$ cat src/rtl/icp_pkg.sv
// ----------------------------------------------------------------------------
// icp_pkg
// Shared types and constants for the IPv4 CIDR text parser.
// ----------------------------------------------------------------------------
package icp_pkg;

  localparam int unsigned AddrW   = 32;
  localparam int unsigned CharW   = 8;
  localparam int unsigned OctetW  = 8;
  localparam int unsigned CountW  = 3;
  localparam int unsigned PrefixW = 7;
  localparam int unsigned StatusW = 4;

  localparam logic [CharW-1:0]   CHAR_NUL   = 8'h00;
  localparam logic [CharW-1:0]   CHAR_DOT   = 8'h2E;
  localparam logic [CharW-1:0]   CHAR_SLASH = 8'h2F;
  localparam logic [CharW-1:0]   CHAR_ZERO  = 8'h30;
  localparam logic [CharW-1:0]   CHAR_NINE  = 8'h39;
  localparam logic [CountW-1:0]  OCTETS    = 3'd4;
  localparam logic [11:0]        OCTET_MAX = 12'd255;
  localparam logic [PrefixW-1:0] PREFIX_MAX = 7'd31;

  typedef enum logic [4:0] {
    PH_ADDR  = 5'b00001,
    PH_MASK0 = 5'b00010,
    PH_MASK1 = 5'b00100,
    PH_MASK2 = 5'b01000,
    PH_ERR   = 5'b10000
  } phase_t;

  typedef enum logic [StatusW-1:0] {
    ST_OK           = 4'd0,
    ST_OCTET_RANGE  = 4'd1,
    ST_TOO_MANY     = 4'd2,
    ST_DOT_AFTER_4  = 4'd3,
    ST_BAD_CHAR     = 4'd4,
    ST_TOO_FEW      = 4'd5,
    ST_MISSING_MASK = 4'd6,
    ST_MASK_NONDIG  = 4'd7,
    ST_BAD_MASK     = 4'd8
  } status_t;

  typedef struct packed {
    phase_t              phase;
    logic [OctetW-1:0]   octet;
    logic                seen;
    logic [CountW-1:0]   count;
    logic [AddrW-1:0]    acc;
    logic [PrefixW-1:0]  prefix;
    status_t             err;
  } state_t;

  typedef struct packed {
    status_t            status;
    logic [AddrW-1:0]   range_start;
    logic [AddrW-1:0]   range_end;
  } result_t;

  localparam state_t STATE_RESET = '{
    phase:  PH_ADDR,
    octet:  '0,
    seen:   1'b0,
    count:  '0,
    acc:    '0,
    prefix: '0,
    err:    ST_OK
  };

endpackage

$ cat src/rtl/ipv4_cidr_text_parser.sv
// ----------------------------------------------------------------------------
// ipv4_cidr_text_parser
// Parses dotted-quad IPv4 text with an optional /prefix, one character per
// transfer, and reports status and address range at the terminator.
// ----------------------------------------------------------------------------
// Throughput: one character per cycle while the result queue is not full.
// A result is registered; it is valid the cycle after if the queue was empty.
// A two-entry result queue lets characters keep flowing while a result waits.
// Reset (synchronous, rst_n low) returns the parser to the address phase and
// empties the result queue.
module ipv4_cidr_text_parser (
  input  logic                          clk,
  input  logic                          rst_n,
  input  logic                          in_valid,
  output logic                          in_stall,
  input  logic [icp_pkg::CharW-1:0]     in_character,
  output logic                          out_valid,
  input  logic                          out_stall,
  output logic [icp_pkg::StatusW-1:0]   out_status,
  output logic [icp_pkg::AddrW-1:0]     out_range_start,
  output logic [icp_pkg::AddrW-1:0]     out_range_end
);
  import icp_pkg::*;

  state_t     st_r, st_nxt, step_nxt;
  logic       step_emit;
  result_t    step_res;
  result_t    q0_r, q0_nxt, q1_r, q1_nxt;
  logic [1:0] cnt_r, cnt_nxt;
  logic       acc, push, pop;

  icp_step u_step (
    .cur  (st_r),
    .chr  (in_character),
    .nxt  (step_nxt),
    .emit (step_emit),
    .res  (step_res)
  );

  assign in_stall  = (cnt_r == 2'd2);
  assign acc       = in_valid && !in_stall;
  assign push      = acc && step_emit;
  assign out_valid = (cnt_r != 2'd0);
  assign pop       = out_valid && !out_stall;
  assign st_nxt    = acc ? step_nxt : st_r;

  assign out_status      = q0_r.status;
  assign out_range_start = q0_r.range_start;
  assign out_range_end   = q0_r.range_end;

  // The head entry always holds the oldest result; a pop shifts the tail up.
  always_comb begin
    q0_nxt  = q0_r;
    q1_nxt  = q1_r;
    cnt_nxt = cnt_r;
    if (pop && push) begin
      if (cnt_r == 2'd2) begin
        q0_nxt = q1_r;
        q1_nxt = step_res;
      end else begin
        q0_nxt = step_res;
      end
    end else if (pop) begin
      q0_nxt  = q1_r;
      cnt_nxt = cnt_r - 2'd1;
    end else if (push) begin
      if (cnt_r == 2'd0) begin
        q0_nxt = step_res;
      end else begin
        q1_nxt = step_res;
      end
      cnt_nxt = cnt_r + 2'd1;
    end
  end

  always_ff @(posedge clk) begin
    if (!rst_n) begin
      st_r  <= STATE_RESET;
      cnt_r <= 2'd0;
    end else begin
      st_r  <= st_nxt;
      cnt_r <= cnt_nxt;
    end
  end

  always_ff @(posedge clk) begin
    q0_r <= q0_nxt;
    q1_r <= q1_nxt;
  end

  a_cnt_bound: assert property (@(posedge clk) disable iff (!rst_n)
    cnt_r != 2'd3)
    else $error("result queue count out of range");

  a_term_clears: assert property (@(posedge clk) disable iff (!rst_n)
    (acc && in_character == CHAR_NUL) |=>
      (st_r.phase == PH_ADDR && st_r.count == '0 && st_r.acc == '0))
    else $error("parser state not cleared after terminator");

  a_term_pushes: assert property (@(posedge clk) disable iff (!rst_n)
    (acc && in_character == CHAR_NUL && !out_valid) |=> out_valid)
    else $error("terminator produced no result");

  a_err_zero: assert property (@(posedge clk) disable iff (!rst_n)
    (out_valid && out_status != ST_OK) |->
      (out_range_start == '0 && out_range_end == '0))
    else $error("error result carries a nonzero range");

endmodule

$ cat src/rtl/icp_step.sv
// ----------------------------------------------------------------------------
// icp_step
// Next-state and result logic for one text character of the parser.
// ----------------------------------------------------------------------------
module icp_step (
  input  icp_pkg::state_t            cur,
  input  logic [icp_pkg::CharW-1:0]  chr,
  output icp_pkg::state_t            nxt,
  output logic                       emit,
  output icp_pkg::result_t           res
);
  import icp_pkg::*;

  logic                is_digit;
  logic [3:0]          dig;
  logic [11:0]         oct_mul;
  logic [PrefixW-1:0]  pre_mul;
  logic [CountW-1:0]   cnt_inc;
  logic [AddrW-1:0]    shifted;
  logic [AddrW-1:0]    host_mask;
  logic [AddrW-1:0]    net_start;
  logic                prefix_ok;

  assign is_digit  = (chr >= CHAR_ZERO) && (chr <= CHAR_NINE);
  assign dig       = is_digit ? chr[3:0] : 4'd0;
  assign oct_mul   = {4'd0, cur.octet} * 12'd10 + {8'd0, dig};
  assign pre_mul   = cur.prefix * 7'd10 + {3'd0, dig};
  assign cnt_inc   = cur.count + 3'd1;
  assign shifted   = {cur.acc[AddrW-9:0], cur.octet};
  assign prefix_ok = (cur.prefix != '0) && (cur.prefix <= PREFIX_MAX);
  assign host_mask = {AddrW{1'b1}} >> cur.prefix[4:0];
  assign net_start = cur.acc & ~host_mask;

  always_comb begin
    nxt  = cur;
    emit = 1'b0;
    res  = '{status: ST_OK, range_start: '0, range_end: '0};
    case (cur.phase)
      PH_ADDR: begin
        if (chr == CHAR_NUL) begin
          emit = 1'b1;
          nxt  = STATE_RESET;
          if (cur.count < OCTETS) begin
            res.status = ST_TOO_FEW;
          end else begin
            res.range_start = shifted;
            res.range_end   = shifted;
          end
        end else if (is_digit) begin
          if (oct_mul > OCTET_MAX) begin
            nxt.phase = PH_ERR;
            nxt.err   = ST_OCTET_RANGE;
          end else begin
            nxt.octet = oct_mul[OctetW-1:0];
            if (!cur.seen) begin
              nxt.count = cnt_inc;
              nxt.seen  = 1'b1;
              if (cnt_inc > OCTETS) begin
                nxt.phase = PH_ERR;
                nxt.err   = ST_TOO_MANY;
              end
            end
          end
        end else if (chr == CHAR_DOT && cur.seen) begin
          if (cur.count == OCTETS) begin
            nxt.phase = PH_ERR;
            nxt.err   = ST_DOT_AFTER_4;
          end else begin
            nxt.acc   = shifted;
            nxt.octet = '0;
            nxt.seen  = 1'b0;
          end
        end else if (chr == CHAR_SLASH) begin
          if (cur.count < OCTETS) begin
            nxt.phase = PH_ERR;
            nxt.err   = ST_TOO_FEW;
          end else begin
            nxt.acc   = shifted;
            nxt.phase = PH_MASK0;
          end
        end else begin
          nxt.phase = PH_ERR;
          nxt.err   = ST_BAD_CHAR;
        end
      end
      PH_MASK0: begin
        if (chr == CHAR_NUL) begin
          emit       = 1'b1;
          nxt        = STATE_RESET;
          res.status = ST_MISSING_MASK;
        end else if (!is_digit) begin
          nxt.phase = PH_ERR;
          nxt.err   = ST_MASK_NONDIG;
        end else begin
          nxt.prefix = {3'd0, dig};
          nxt.phase  = PH_MASK1;
        end
      end
      PH_MASK1, PH_MASK2: begin
        if (chr == CHAR_NUL) begin
          emit = 1'b1;
          nxt  = STATE_RESET;
          if (prefix_ok) begin
            res.range_start = net_start;
            res.range_end   = net_start | host_mask;
          end else begin
            res.status = ST_BAD_MASK;
          end
        end else if (cur.phase == PH_MASK2) begin
          nxt.phase = PH_ERR;
          nxt.err   = ST_BAD_MASK;
        end else if (!is_digit) begin
          nxt.phase = PH_ERR;
          nxt.err   = ST_MASK_NONDIG;
        end else begin
          nxt.prefix = pre_mul;
          nxt.phase  = PH_MASK2;
        end
      end
      PH_ERR: begin
        if (chr == CHAR_NUL) begin
          emit       = 1'b1;
          nxt        = STATE_RESET;
          res.status = cur.err;
        end
      end
      default: begin
        nxt = STATE_RESET;
      end
    endcase
  end

endmodule
$ cat config.mk
export PLATFORM = sky130hd
export DESIGN_NAME = ipv4_cidr_text_parser
export DESIGN_NICKNAME = d
export VERILOG_FILES = /design/src/rtl/icp_pkg.sv /design/src/rtl/ipv4_cidr_text_parser.sv /design/src/rtl/icp_step.sv
export SDC_FILE = /design/constraint.sdc
export NUM_CORES = 1
export LEC_CHECK = 0
export ABC_AREA = 1
export ABC_CLOCK_PERIOD_IN_PS = 9100
export BUFFER_PORTS_ARGS = -buffer_cell sky130_fd_sc_hd__buf_2
export CAP_MARGIN = 10
export CORE_ASPECT_RATIO = 0.9
export CORE_MARGIN = 2
export CORE_UTILIZATION = 55
export CTS_BUF_LIST = sky130_fd_sc_hd__clkbuf_16
export DETAILED_ROUTE_END_ITERATION = 8
export GPL_ROUTABILITY_DRIVEN = 0
export PLACE_DENSITY = 0.81
export RECOVER_POWER = 100
export SLEW_MARGIN = 40
export SYNTH_ARGS = -nofsm -noshare
export SYNTH_HDL_FRONTEND = slang
export SYNTH_SLANG_ARGS = --single-unit
$ cat constraint.sdc
create_clock -name clk -period 9.1 [get_ports clk]
set_clock_uncertainty 0.2 [all_clocks]
set_input_delay 0.455 -clock clk [delete_from_list [all_inputs] [get_ports clk]]
set_output_delay 0.455 -clock clk [all_outputs]
set_load 0.03 [all_outputs]
; ---- Yosys cells after proc, flatten, opt, wreduce, memory -nomap -nowiden
; Cells that the tools add are included.
[word_totals]
in_bits = 12
output_inout_bits = 70
wordCells = 160
register_bits = 198
[op_classes]
shift = 1
bitwise = 4
n_mux = 69
reduce_logical = 28
n_mul = 2
magnitude_cmp = 6
n_eq_ne = 31
add_sub_neg = 5
[ops]
columns = cell, n
row1 = $mux 68, 12
row2 = $pmux 60 s4, 1
row3 = $mux 32, 5
row4 = $mux 64, 2
row5 = $pmux 64 s2, 1
row6 = $mux 5, 12
row7 = $mux 60, 1
row8 = $mux 4, 14
row9 = $mux 49, 1
row10 = $mux 44, 1
row11 = $and 32x32->32, 1
row12 = $not 32->32, 1
row13 = $or 32x32->32, 1
row14 = $shr 32x5->32 const A, 1
row15 = $mux 7, 4
row16 = $mux 11, 2
row17 = $mux 9, 2
row18 = $reduce_and 6->1, 3
row19 = $eq 8x6->1 const B, 2
row20 = $pmux 4 s4, 1
row21 = $reduce_and 5->1, 3
row22 = $mux 14, 1
row23 = $add 12x4->12, 1
row24 = $gt 12x8->1 const B, 1
row25 = other kinds (46), 72

; ---- Depth between registers and ports, before layout
; Gate-level depths: netlist of the first run.
[logic_depth]
word_depth = 11
ltp_mapped = 21
depth_no_buf = 20

; ---- Cells and area by module
; From an unflattened synthesis of the first run, not the netlist that was laid out.
[hier_totals]
hier_cells = 1834
hier_area_um2 = 12939.9
[modules_own_cells]
columns = mod, area_per_inst_um2, n_inst, seq_area_each_um2, cells_each
row1 = ipv4_cidr_text_parser, 9053.7, 1, 5325.1, 1086
row2 = icp_step, 3886.2, 1, 0.0, 748

; ---- Worst setup path after synthesis of the first run
; No wires, ideal clock.
[synth_timing]
path_type = register -> register
start = register cnt_r[1]
end = register q1_r[0] in the netlist's numbering (enable)
synth_period_minus_slack_ps = 7266
required_ps = 8323
setup_time_ps = 577
path_buffers = 0
setup_slack_ps = 1834
stages_incl_launch_ff = 11
t_arrival_ps = 6488
cell_sequence = dfxtp_1 > inv_1 > nor2_1 > inv_1 > nand2_1 > inv_1 > and3_1 > ha_1 > inv_1 > nor2_1 > nor3_1
[synth_between]
elab_chain_len = 7
elab_cells_between_ends = 13
cone_classes = eq/ne (4) / reduce/logical (9)
[synth_rtl]
columns = item, line
row1 = from (decl), ipv4_cidr_text_parser.sv:29  ; logic [1:0] cnt_r, cnt_nxt;
row2 = from (signal assigned), ipv4_cidr_text_parser.sv:82  ; cnt_r <= cnt_nxt;
row3 = $eq 2x2->1 (*), ipv4_cidr_text_parser.sv:40  ; assign in_stall = (cnt_r == 2'd2);
row4 = via in_stall, ipv4_cidr_text_parser.sv:15  ; output logic in_stall,
row5 = $logic_not 1->1, ipv4_cidr_text_parser.sv:41  ; assign acc = in_valid && !in_stall;
row6 = $logic_and 1x1->1, ipv4_cidr_text_parser.sv:41
row7 = $logic_and 1x1->1, ipv4_cidr_text_parser.sv:42  ; assign push = acc && step_emit;
row8 = $logic_and 1x1->1, ipv4_cidr_text_parser.sv:56  ; if (pop && push) begin
row9 = $ne 2x2->1 (no line) (tied with other cells), n/a
row10 = $reduce_and 4->1 (no line) (*), n/a
row11 = to (signal assigned), ipv4_cidr_text_parser.sv:88  ; q1_r <= q1_nxt;
row12 = to (decl), ipv4_cidr_text_parser.sv:28  ; result_t q0_r, q0_nxt, q1_r, q1_nxt;
; Mark *: on every way through the listed nets, which the timed path passes. The rest lies on a longest branch.
; A chain may end at the register's enable or synchronous reset.

==> results.ini, run 1 <==
[worst_setup_path]
critical_path.startpoint_type = register
r2r.worst_path.cells = 18
critical_path_required_ns = 9.08
worstReg2RegStart = st_r[57]$_SDFFE_PN0P_
r2r-end = out_range_end[29]$_DFFE_PP_
r2r_setup_slack_ns = 3.04
crit_fanout = 66
arrival_ns = 6.05
crit_path_class = register to register
setup.worst_path.end_class = register

[cells_and_area]
synthToLayoutAreaGrowth_pct = 9.06
finalNonFillerCells = 1440
fin_nets = 1227
fin_area_um2 = 10900
antenna_cells_inserted = 0
post_route_cells_drive_above_1_share_pct = 5.50

[floorplanning]
std_cell_rows = 46
boundaryPins = 82
die_h_um = 132
core_region_area_um2 = 17700
die_w_um = 146
dieArea_um2 = 19200
start_util_pct = 56.4

[global_routing]
overflow = 0
globalRouteTotalUtil_pct = 25.0
number_of_global_route_vias_before_repair = 7774
grt_first_pass_wirelength_um = 38800
antenna_found_initial = 0
grt_max_degree = 69

[clock_network]
worst_skew_pair.late_latency_ns = 0.44
cts-htree-levels = 4
number_of_buffers_on_the_longest_clock_path = 2
clockRootBuffer = sky130_fd_sc_hd__clkbuf_16
cts_sinks = 198
post_cts.repair.setup_buffers = 0
tritoncts.num_buffers = 17
hold_buffers = 0
cts_tree = done
clkTransAtPathRegs_ns = 0.08
post_cts_resize_count = 0

[run_status]
failed_checks = max-capacitance violations, max-slew violations
outcome = finished, violations left

[pwr]
power.sequential.fraction_pct = 52.2
netSwitchingPower_mw = 0.476
clock_power_share_pct = 40.9
power.internal_mw = 1.39
irDropWorstVdd_uv = 136
switching_share_pct = 25.5
power.combinational.fraction_pct = 6.9
total_leakage_power_nw = 3.97
pwr_density_nw_per_um2 = 172

[sta]
finalSetupViolCount = 0
finalCritPeriodShare_pct = 66.6
period_minus_slack_ns = 6.06
grt_setup_unrepaired = no
max_clock_freq_mhz = 165
slew_violations = 247
slew_headroom_pct = -143
setup_tns_ns = 0
worstMarginPinSlew_ns = 3.65
timing.final.hold_violations = 0
final_critical_path_setup_slack_ns = 3.04

[detailed_routing]
routed_via_density = 5.72
first_pass_iters = 5
total_number_of_vias = 8233
drc = 0
antenna_violating_nets_post_route = 0
drt_iter0_drc = 964
avgRoutedWirePerCell_um = 16.3
wl_um = 23400

[hold_path]
timing.hold.worst_endpoint = cnt_r[1]$_SDFFE_PN0P_
hold_class = input pin to register
min_delay_path_depth = 3
hold_path.startpoint = out_stall

[synthesis]
synth_cells = 1124
syn_area_um2 = 9960
post_synth_num_cell_types = 52
postSynthRegisterBits = 198
seq_area_frac_synth_pct = 53.5
most_instantiated_flip_flop_cell_in_the_synthesis_netlist = sky130_fd_sc_hd__edfxtp_1
synth_fp_nets = 1164
synth-edff-count = 136
synthTopCellsByArea = sky130_fd_sc_hd__edfxtp_1 (41%), sky130_fd_sc_hd__dfxtp_1 (12%), sky130_fd_sc_hd__nand2_1 (11%)
synth_largest_type_area_fraction_pct = 41.0
ffs_w_async_s_r_synth_pct = 0
ys.warnings.count = 0
postSynthAreaPerCell_um2 = 8.86
yosysTopAreaCell = sky130_fd_sc_hd__edfxtp_1

[placement]
detailed_place.area_um2 = 10500
pre_cts_slack_ns = 4.98
placement.io_buffers = 81
dp_hpwl_um = 15800
post-place-cells = 1408

[flow_run]
timing.max_cap.violations = 4

[metal layers]
metal | vias up | routed length (um) | GRT usage, %
met1 | 3863 | 10100 | 35.0
met4 | 0 | 684 | 9.42
met5 | - | 0 | 0
li1 | 3938 | - | -
met3 | 53 | 1760 | 4.62
met2 | 379 | 10800 | 39.0
[logic make-up after synthesis]
logic type / after synthesis / synth area share, %
AND/OR/NAND/NOR: 482 / 20.2
AO/OA/AOI/OAI: 220 / 14.4
flip-flops: 198 / 53.5
buffers and inverters: 188 / 7.55
adder cells (fa/ha/maj): 28 / 3.67
XOR/XNOR: 8 / 0.704
[worst max-delay path, stage by stage, from the launching register on]
cell and delay [ns]:
sky130_fd_sc_hd__dfxtp_1 0.34, sky130_fd_sc_hd__nor2_1 0.14, sky130_fd_sc_hd__inv_1 0.08, sky130_fd_sc_hd__nor4_1 0.17, sky130_fd_sc_hd__inv_1 0.18, sky130_fd_sc_hd__nand2_1 0.34, sky130_fd_sc_hd__nor2_1 0.17, sky130_fd_sc_hd__nand2_1 0.08
sky130_fd_sc_hd__and3_1 0.20, sky130_fd_sc_hd__ha_1 0.25, sky130_fd_sc_hd__inv_1 0.12, sky130_fd_sc_hd__nor2_1 0.26, sky130_fd_sc_hd__inv_1 0.12, sky130_fd_sc_hd__o21ai_4 0.07, sky130_fd_sc_hd__clkbuf_1 2.03, sky130_fd_sc_hd__clkinv_1 0.29
sky130_fd_sc_hd__buf_4 0.45, sky130_fd_sc_hd__nand2_1 0.17, sky130_fd_sc_hd__nand2_1 0.07
[metrics by stage]
step                utilization (%)  power [mW]  hold WS, ns
floorplan                         -        1.09        0.245
global placement               59.6        1.12        0.254
detailed placement             59.7        1.13        0.261
CTS                            63.1        1.88        0.141
global route                   61.5        1.93        0.163
finish                         61.5        1.87        0.150
[worst max path at each step]
| stage | slack, ns | endpoint | from |
|---|---|---|---|
| 3_5_place_dp | 4.98 | out_range_start[8]$_DFFE_PP_ | in_character[2] |
| 5_1_grt | 2.46 | out_range_start[28]$_DFFE_PP_ | st_r[57]$_SDFFE_PN0P_ |
| 2_1_floorplan | 1.83 | q1_r[0]$_DFFE_PP_ | cnt_r[1]$_SDFFE_PN0P_ |
| 6_report | 3.04 | out_range_end[29]$_DFFE_PP_ | st_r[57]$_SDFFE_PN0P_ |
| 3_3_place_gp | 5.06 | out_range_end[31]$_DFFE_PP_ | in_character[2] |
| 4_1_cts | 4.93 | out_range_start[8]$_DFFE_PP_ | st_r[57]$_SDFFE_PN0P_ |
[layout make-up]
cell class	instances	area, um^2
fillers	1497	6810
flip-flops and latches	198	5330
multi-input cells	738	3740
inverters	143	537
clock buffers	17	425
repair buffers	89	362
well taps	240	300
clock inverters	15	174
[synthesized netlist by cell type (2+ instances only)]
cell type / number
sky130_fd_sc_hd__nand2_1: 305
sky130_fd_sc_hd__edfxtp_1: 136
sky130_fd_sc_hd__inv_1: 126
sky130_fd_sc_hd__nor2_1: 88
sky130_fd_sc_hd__dfxtp_1: 62
sky130_fd_sc_hd__nand3_1: 51
sky130_fd_sc_hd__o21ai_1: 51
sky130_fd_sc_hd__o21ai_0: 45
sky130_fd_sc_hd__o22ai_1: 43
sky130_fd_sc_hd__a21oi_1: 35
sky130_fd_sc_hd__clkbuf_1: 27
sky130_fd_sc_hd__ha_1: 26
sky130_fd_sc_hd__o32ai_2: 15
sky130_fd_sc_hd__inv_2: 14
sky130_fd_sc_hd__nor3_1: 13
sky130_fd_sc_hd__buf_2: 7
sky130_fd_sc_hd__a31oi_1: 6
sky130_fd_sc_hd__o32ai_1: 5
sky130_fd_sc_hd__xnor2_1: 5
sky130_fd_sc_hd__buf_1: 4
sky130_fd_sc_hd__buf_4: 4
sky130_fd_sc_hd__nand4_1: 4
sky130_fd_sc_hd__o211ai_1: 4
sky130_fd_sc_hd__a22oi_1: 3
sky130_fd_sc_hd__buf_6: 3
sky130_fd_sc_hd__clkinv_1: 3
sky130_fd_sc_hd__nand3b_1: 3
sky130_fd_sc_hd__nor2_4: 3
sky130_fd_sc_hd__o31ai_1: 3
sky130_fd_sc_hd__xor2_1: 3
sky130_fd_sc_hd__a211oi_2: 2
sky130_fd_sc_hd__fa_1: 2
sky130_fd_sc_hd__nor2_2: 2
sky130_fd_sc_hd__nor4_1: 2
sky130_fd_sc_hd__or2_1: 2
[registers in the layout (all words and copies together) (netlist names)]
name and cells:
cnt_r 2, out_range_end 32, out_range_start 32, out_status 4, q1_r 68, st_r 60
[placed cells by master, fill, tap and decap left out, types with 20 or more instances in the layout]
cell type	n
sky130_fd_sc_hd__o32ai_1	20
sky130_fd_sc_hd__o21ai_0	75
sky130_fd_sc_hd__inv_1	129
sky130_fd_sc_hd__ha_1	26
sky130_fd_sc_hd__o22ai_1	43
sky130_fd_sc_hd__edfxtp_1	136
sky130_fd_sc_hd__clkbuf_1	76
sky130_fd_sc_hd__dfxtp_1	62
sky130_fd_sc_hd__nand2_1	305
sky130_fd_sc_hd__o21ai_1	20
sky130_fd_sc_hd__nor2_1	90
sky130_fd_sc_hd__nand3_1	51
sky130_fd_sc_hd__a21oi_1	35
[power by group through the flow]
| stage | clock [mW] | sequential (mW) | combinational (mW) |
|---|---|---|---|
| after global placement | 0 | 0.995 | 0.126 |
| after detailed placement | 0 | 0.996 | 0.131 |
| after global routing | 0.809 | 0.978 | 0.143 |
| after CTS | 0.769 | 0.975 | 0.132 |
| after floorplan | 0 | 0.992 | 0.101 |
| final | 0.765 | 0.976 | 0.128 |
Power figures use the tool's default switching activity.
==> inputs of run 2 (changes only) <==
ABC_AREA = 0   (was 1)
ABC_CLOCK_PERIOD_IN_PS = 5000   (was 9100)
CORE_UTILIZATION = 54   (was 55)
PLACE_DENSITY = 0.83   (was 0.81)
clock period = 5 ns   (was 9.1 ns; I/O delays follow)
==> run 2 against run 1 <==
Against the previous run:
- the flow still finishes with violations (max-capacitance violations, max-slew violations)
- cell area shrank 3.1%
- synthesized cell count down 26%
- first-iteration DRC count decreased by 13%
- hold slack got worse by 0.091 ns
- routed wire length decreased by 12%
- largest cell class unchanged
==> results.ini, run 2 <==
[detailed_routing]
routed_via_density = 5.95  ; was 5.72
avgRoutedWirePerCell_um = 18.0  ; was 16.3 um
drc = 0  ; unchanged
antenna_violating_nets_post_route = 0  ; unchanged
drt_iter0_drc = 838  ; was 964
total_number_of_vias = 6847  ; was 8233
wl_um = 20700  ; was 23400 um
first_pass_iters = 8  ; was 5

[hold_path]
min_delay_path_depth = 4  ; was 3
hold_path.startpoint = out_stall  ; unchanged
timing.hold.worst_endpoint = cnt_r[1]$_SDFFE_PN0P_  ; unchanged
hold_class = input pin to register  ; unchanged

[cells_and_area]
regMostFlops = q1_r  ; unchanged
synthToLayoutAreaGrowth_pct = 10.7  ; was 9.06%
layout_common_cells = sky130_fd_sc_hd__edfxtp_1 (136), sky130_fd_sc_hd__nand2_1 (93), sky130_fd_sc_hd__nor2_1 (75)  ; was sky130_fd_sc_hd__nand2_1 (305), sky130_fd_sc_hd__edfxtp_1 (136), sky130_fd_sc_hd__inv_1 (129)
reg.largest.list = q1_r x68, st_r x60  ; unchanged
layout.core_utilization_pct = 60.4  ; was 61.5%
layout_commonest_cell = sky130_fd_sc_hd__edfxtp_1  ; was sky130_fd_sc_hd__nand2_1
post_route_cells_drive_above_1_share_pct = 14.9  ; was 5.50%
antenna_cells_inserted = 0  ; unchanged
fin_area_um2 = 10500  ; was 10900 um^2
fin_nets = 937  ; was 1227
largest_register_ff_count = 68  ; unchanged

[synthesis]
synth_cells = 828  ; was 1124
syn_area_um2 = 9510  ; was 9960 um^2
synth_fp_nets = 868  ; was 1164
synth-edff-count = 136  ; unchanged
synthTopCellsByArea = sky130_fd_sc_hd__edfxtp_1 (43%), sky130_fd_sc_hd__dfxtp_1 (13%), sky130_fd_sc_hd__mux2_2 (7.6%)  ; was sky130_fd_sc_hd__edfxtp_1 (41%), sky130_fd_sc_hd__dfxtp_1 (12%), sky130_fd_sc_hd__nand2_1 (11%)
synth_common_cells = sky130_fd_sc_hd__edfxtp_1 (136), sky130_fd_sc_hd__nand2_1 (93), sky130_fd_sc_hd__nor2_1 (76), sky130_fd_sc_hd__mux2_2 (64), sky130_fd_sc_hd__dfxtp_1 (62)  ; was sky130_fd_sc_hd__nand2_1 (305), sky130_fd_sc_hd__edfxtp_1 (136), sky130_fd_sc_hd__inv_1 (126), sky130_fd_sc_hd__nor2_1 (88), sky130_fd_sc_hd__dfxtp_1 (62)
most_instantiated_flip_flop_cell_in_the_synthesis_netlist = sky130_fd_sc_hd__edfxtp_1  ; unchanged
postSynthAreaPerCell_um2 = 11.5  ; was 8.86 um^2
postSynthRegisterBits = 198  ; unchanged
post_synth_num_cell_types = 73  ; was 52
ffs_w_async_s_r_synth_pct = 0  ; unchanged
yosysTopAreaCell = sky130_fd_sc_hd__edfxtp_1  ; unchanged
ys.warnings.count = 0  ; unchanged
seq_area_frac_synth_pct = 56.0  ; was 53.5%
synth.most_common_cell = sky130_fd_sc_hd__edfxtp_1  ; was sky130_fd_sc_hd__nand2_1
synth_largest_type_area_fraction_pct = 42.9  ; was 41.0%

[floorplanning]
die_h_um = 130  ; was 132 um
std_cell_rows = 46  ; unchanged
core_region_area_um2 = 17400  ; was 17700 um^2
dieArea_um2 = 18700  ; was 19200 um^2
die_w_um = 144  ; was 146 um
start_util_pct = 54.6  ; was 56.4%
boundaryPins = 82  ; unchanged

[global_routing]
antenna_found_initial = 0  ; unchanged
overflow = 0  ; unchanged
grt_max_degree = 66  ; was 69
grt_first_pass_wirelength_um = 33300  ; was 38800 um
number_of_global_route_vias_before_repair = 6311  ; was 7774
globalRouteTotalUtil_pct = 22.9  ; was 25.0%

[sta]
finalCritPeriodShare_pct = 81.8
slew_headroom_pct = -9.40  ; was -143%
worstMarginPinSlew_ns = 1.64  ; was 3.65 ns
timing.final.hold_violations = 0  ; unchanged
period_minus_slack_ns = 4.09
max_clock_freq_mhz = 245
slew_violations = 46  ; was 247
setup_tns_ns = 0  ; unchanged
finalSetupViolCount = 0  ; unchanged
grt_setup_unrepaired = no  ; unchanged

[placement]
detailed_place.area_um2 = 10200  ; was 10500 um^2
dp_hpwl_um = 13600  ; was 15800 um
placement.io_buffers = 81  ; unchanged

[worst_setup_path]
critical_path_required_ns = 4.98  ; was 9.08 ns
critical_path.startpoint_type = input pin  ; was register
r2r_setup_slack_ns = 1.00  ; was 3.04 ns
crit_path_class = input pin to register  ; was register to register
r2r.worst_path.cells = 10  ; was 18
setup.worst_path.end_class = register  ; unchanged
r2r-end = st_r[53]$_SDFFE_PN0P_  ; was out_range_end[29]$_DFFE_PP_
worstReg2RegStart = st_r[48]$_SDFFE_PN0P_  ; was st_r[57]$_SDFFE_PN0P_
crit_fanout = 65  ; was 66
arrival_ns = 4.07  ; was 6.05 ns

[clock_network]
number_of_buffers_on_the_longest_clock_path = 2  ; unchanged
cts_sinks = 198  ; unchanged
post_cts_resize_count = 0  ; unchanged
clkTransAtPathRegs_ns = 0.07  ; was 0.08 ns
cts_tree = done  ; unchanged
clockRootBuffer = sky130_fd_sc_hd__clkbuf_16  ; unchanged
worst_skew_pair.late_latency_ns = 0.43  ; was 0.44 ns
tritoncts.num_buffers = 17  ; unchanged
cts-htree-levels = 4  ; unchanged
hold_buffers = 2  ; was 0
post_cts.repair.setup_buffers = 0  ; unchanged

[pwr]
irDropWorstVdd_uv = 234  ; was 136 uV
pwr_density_nw_per_um2 = 301  ; was 172 nW/um^2
total_leakage_power_nw = 4.06  ; was 3.97 nW
report.power.total_mw = 3.16  ; was 1.87 mW

[run_status]
outcome = finished, violations left  ; unchanged
failed_checks = max-capacitance violations, max-slew violations  ; unchanged

[flow_run]
timing.max_cap.violations = 2  ; was 4

run 2: cell count changes in the layout (fill, tap and decap cells not counted), moves of 20 or more:
| cell | delta |
|---|---|
| sky130_fd_sc_hd__a22oi_1 | +32 |
| sky130_fd_sc_hd__inv_1 | -106 |
| sky130_fd_sc_hd__mux2_2 | +64 |
| sky130_fd_sc_hd__nand2_1 | -212 |
| sky130_fd_sc_hd__nand3_1 | -33 |
| sky130_fd_sc_hd__o22ai_1 | -41 |
| sky130_fd_sc_hd__o32ai_1 | -20 |
run 2: critical path, cell delays in order:
cell and delay [ns]:
sky130_fd_sc_hd__dlygate4sd3_1 0.53, sky130_fd_sc_hd__clkbuf_1 0.19, sky130_fd_sc_hd__nor3_1 0.30, sky130_fd_sc_hd__nand3_1 0.47
sky130_fd_sc_hd__nor2_1 0.21, sky130_fd_sc_hd__o21ai_0 0.22, sky130_fd_sc_hd__inv_1 0.12, sky130_fd_sc_hd__ha_1 0.25
sky130_fd_sc_hd__nand2_1 0.12, sky130_fd_sc_hd__o21ai_4 0.13, sky130_fd_sc_hd__clkbuf_4 0.75, sky130_fd_sc_hd__mux2_2 0.43
run 2: worst max path at each step:
stage	from	to
2_1_floorplan	st_r[57]$_SDFFE_PN0P_	out_range_end[0]$_DFFE_PP_
3_3_place_gp	st_r[48]$_SDFFE_PN0P_	st_r[0]$_SDFFE_PN0P_
3_5_place_dp	st_r[48]$_SDFFE_PN0P_	st_r[0]$_SDFFE_PN0P_
4_1_cts	st_r[48]$_SDFFE_PN0P_	st_r[53]$_SDFFE_PN0P_
5_1_grt	in_character[0]	out_range_end[10]$_DFFE_PP_
6_report	in_character[0]	out_range_start[7]$_DFFE_PP_
run 2: cell families after synthesis:
kind of cell	share of synthesized area [%]
DFF	56.0
AOI/OAI and AO/OA	13.6
adders and majority gates	3.95
and+or+nand+nor	13.0
buffers and inverters	2.95
xor gates and xnor gates	2.10
muxes	8.46
run 2: final cells by class:
type / count / area, um^2
Fill cell: 1424 / 6910
Sequential cell: 198 / 5330
Multi-Input combinational cell: 567 / 3870
Clock buffer: 17 / 425
Timing Repair Buffer: 92 / 403
Tap cell: 240 / 300
Clock inverter: 15 / 124
Inverter: 21 / 78.8
run 2: routing by layer:
layer / wire length (um) / vias up / global-route usage (%)
met5: 0 / - / 0
met2: 9450 / 298 / 35.4
met1: 9260 / 3296 / 32.6
li1: - / 3204 / -
met4: 501 / 0 / 7.67
met3: 1470 / 49 / 4.62
run 2: stage by stage:
step / std cells / hold WS (ns) / worst slack [ns]
6_report: 1150 / 0.0584 / 0.911
5_1_grt: 1150 / 0.0806 / 0.622
4_1_cts: 1150 / 0.0503 / 1.38
3_5_place_dp: 1116 / 0.265 / 1.42
3_3_place_gp: 1116 / 0.258 / 1.49
2_1_floorplan: 828 / 0.176 / 0.0172
run 2: report_power, final:
group | switching [mW] | internal [mW] | total [mW]
clock | 0.622 | 0.650 | 1.27
sequential | 0.0180 | 1.73 | 1.75
combinational | 0.0969 | 0.0433 | 0.140
total | 0.736 | 2.43 | 3.16
==> inputs of run 3 (changes only) <==
ABC_AREA = 1   (was 0)
ABC_CLOCK_PERIOD_IN_PS = 3800   (was 5000)
CORE_UTILIZATION = 55   (was 54)
PLACE_DENSITY = 0.81   (was 0.83)
clock period = 3.8 ns   (was 5 ns; I/O delays follow)
==> run 3 against run 2 <==
Against the previous run:
- the run now ends clean
- highest routed layer unchanged
- critical endpoint is now st_r[19]$_SDFFE_PN0P_
- global-route usage increased by 1.9 points
- sequential cell count unchanged
- largest power group unchanged
- cell count is 26% higher
- routed wire length up 13%
- non-clock buffer count rose by 8
- cell area is 3.9% higher
==> results.ini, run 3 (same netlist as run 1, synthesis figures left out) <==
[worst_setup_path]
setup.worst_path.end_class = register  ; unchanged
critical_path_required_ns = 3.96  ; was 4.98 ns
crit_fanout = 26  ; was 65
critical_path.startpoint_type = input pin  ; unchanged
path_cells = dlygate4sd3_1 > clkbuf_1 > nor2_1 > and3_1 > nor2_1 > nand2_1 > o211ai_1 > nor2_4 > nand2_2 > o22ai_1 > inv_1 > nor2_1  ; was dlygate4sd3_1 > clkbuf_1 > nor3_1 > nand3_1 > nor2_1 > o21ai_0 > inv_1 > ha_1 > nand2_1 > o21ai_4 > clkbuf_4 > mux2_2
arrival_ns = 3.76  ; was 4.07 ns
timing.critical_path.mode_cell = sky130_fd_sc_hd__nor2_1
crit_path_class = input pin to register  ; unchanged
max_stage_delay_ns = 0.57  ; was 0.75 ns
critical_path.slowest_cell = sky130_fd_sc_hd__and3_1  ; was sky130_fd_sc_hd__clkbuf_4

[cells_and_area]
reg.largest.list = q1_r x68, st_r x60  ; unchanged
layout_commonest_cell = sky130_fd_sc_hd__nand2_1  ; was sky130_fd_sc_hd__edfxtp_1
largest_register_ff_count = 68  ; unchanged
fin_nets = 1238  ; was 937
post_route_cells_drive_above_1_share_pct = 6.36  ; was 14.9%
fin_area_um2 = 10900  ; was 10500 um^2
regMostFlops = q1_r  ; unchanged
antenna_cells_inserted = 0  ; unchanged
layout.core_utilization_pct = 61.9  ; was 60.4%
layout_common_cells = sky130_fd_sc_hd__nand2_1 (304), sky130_fd_sc_hd__edfxtp_1 (136), sky130_fd_sc_hd__inv_1 (130)  ; was sky130_fd_sc_hd__edfxtp_1 (136), sky130_fd_sc_hd__nand2_1 (93), sky130_fd_sc_hd__nor2_1 (75)
finalNonFillerCells = 1451  ; was 1150
synthToLayoutAreaGrowth_pct = 9.86  ; was 10.7%

[global_routing]
overflow = 0  ; unchanged
globalRouteTotalUtil_pct = 24.8  ; was 22.9%
grt_max_degree = 66  ; unchanged
grt_first_pass_wirelength_um = 38300  ; was 33300 um
number_of_global_route_vias_before_repair = 7548  ; was 6311
antenna_found_initial = 0  ; unchanged

[sta]
setup_tns_ns = 0  ; unchanged
timing.hold.ws_ns = 0.0254  ; was 0.0584 ns
timing.final.hold_violations = 0  ; unchanged
slew_violations = 0  ; was 46
finalSetupViolCount = 0  ; unchanged
period_minus_slack_ns = 3.60
slew_headroom_pct = 45.4  ; was -9.40%
final_critical_path_setup_slack_ns = 0.200  ; was 0.911 ns
worstMarginPinSlew_ns = 0.820  ; was 1.64 ns
grt_setup_unrepaired = no  ; unchanged
max_clock_freq_mhz = 278
finalCritPeriodShare_pct = 94.7

[run_status]
outcome = complete, no violations  ; was finished, violations left

[clock_network]
cts-htree-levels = 4  ; unchanged
post_cts_resize_count = 0  ; unchanged
cts_tree = done  ; unchanged
number_of_buffers_on_the_longest_clock_path = 2  ; unchanged
clkTransAtPathRegs_ns = 0.07  ; about the same
tritoncts.num_buffers = 17  ; unchanged
cts_sinks = 198  ; unchanged
clockRootBuffer = sky130_fd_sc_hd__clkbuf_16  ; unchanged
worst_skew_pair.late_latency_ns = 0.44  ; was 0.43 ns

[detailed_routing]
total_number_of_vias = 8215  ; was 6847
first_pass_iters = 6  ; was 8
routed_metal_1_wirelength_um = 10100  ; was 9260 um
antenna_violating_nets_post_route = 0  ; unchanged
routed-wl-met3_um = 1920  ; was 1470 um
wl_um = 23400  ; was 20700 um
routed_via_density = 5.66  ; was 5.95
maxUsedRoutingLayer = met4  ; unchanged
wl_met2_um = 10700  ; was 9450 um
avgRoutedWirePerCell_um = 16.1  ; was 18.0 um
drt_iter0_drc = 1189  ; was 838
drc = 0  ; unchanged

[placement]
pre_cts_slack_ns = 0.408  ; was 1.42 ns
dp_hpwl_um = 16100  ; was 13600 um
placement.io_buffers = 81  ; unchanged
detailed_place.area_um2 = 10700  ; was 10200 um^2
post-place-cells = 1416  ; was 1116

[pwr]
total_leakage_power_nw = 4.01  ; was 4.06 nW
report.power.total_mw = 4.36  ; was 3.16 mW
irDropWorstVdd_uv = 269  ; was 234 uV
pwr_density_nw_per_um2 = 399  ; was 301 nW/um^2

[flow_run]
timing.max_cap.violations = 0  ; was 2

[floorplanning]
start_util_pct = 56.4  ; was 54.6%
dieArea_um2 = 19200  ; was 18700 um^2
std_cell_rows = 46  ; unchanged
die_h_um = 132  ; was 130 um
core_region_area_um2 = 17700  ; was 17400 um^2
die_w_um = 146  ; was 144 um
boundaryPins = 82  ; unchanged

[hold_path]
hold_class = input pin to register  ; unchanged

[run 3: timing repair]
item / in CTS / in global routing
hold buffers: 3 / 0
buffers inserted: 0 / 0
hold endpoints to repair: 5 / 0
[run 3: critical path, delay by kind of cell]
kind                   cells  cell delay (ns)
buffers and inverters      3             0.79
AO/OA/AOI/OAI              2             0.61
AND/OR/NAND/NOR            7             2.16
[run 3: report_power, final]
group | total, mW | internal (mW) | switching, mW
Combinational | 0.315 | 0.0903 | 0.224
Clock | 1.71 | 0.905 | 0.808
Sequential | 2.34 | 2.30 | 0.0319
[run 3: final timing paths]
path / from / cells after the start / to / slack [ns]
setup / recovery: in_character[0] / 12 / st_r[19]$_SDFFE_PN0P_ / 0.20
hold / removal: in_character[3] / 5 / st_r[7]$_SDFFE_PN0P_ / 0.03
setup reg to reg: st_r[57]$_SDFFE_PN0P_ / 17 / out_range_start[24]$_DFFE_PP_ / 0.23
hold reg to reg: st_r[10]$_SDFFE_PN0P_ / 2 / st_r[10]$_SDFFE_PN0P_ / 0.27
[run 3: layout make-up]
class                           instances  area (um^2)
Timing Repair Buffer                  100          460
Inverter                              143          538
Fill cell                            1473         6730
Sequential cell                       198         5330
Tap cell                              240          300
Multi-Input combinational cell        738         3760
Clock inverter                         15          128
Clock buffer                           17          425
[run 3: layer usage]
metal / global-route usage (%) / vias to the layer above
met5: 0 / -
met4: 10.2 / 0
met3: 4.13 / 49
met2: 38.1 / 387
met1: 35.1 / 3824
li1: - / 3955
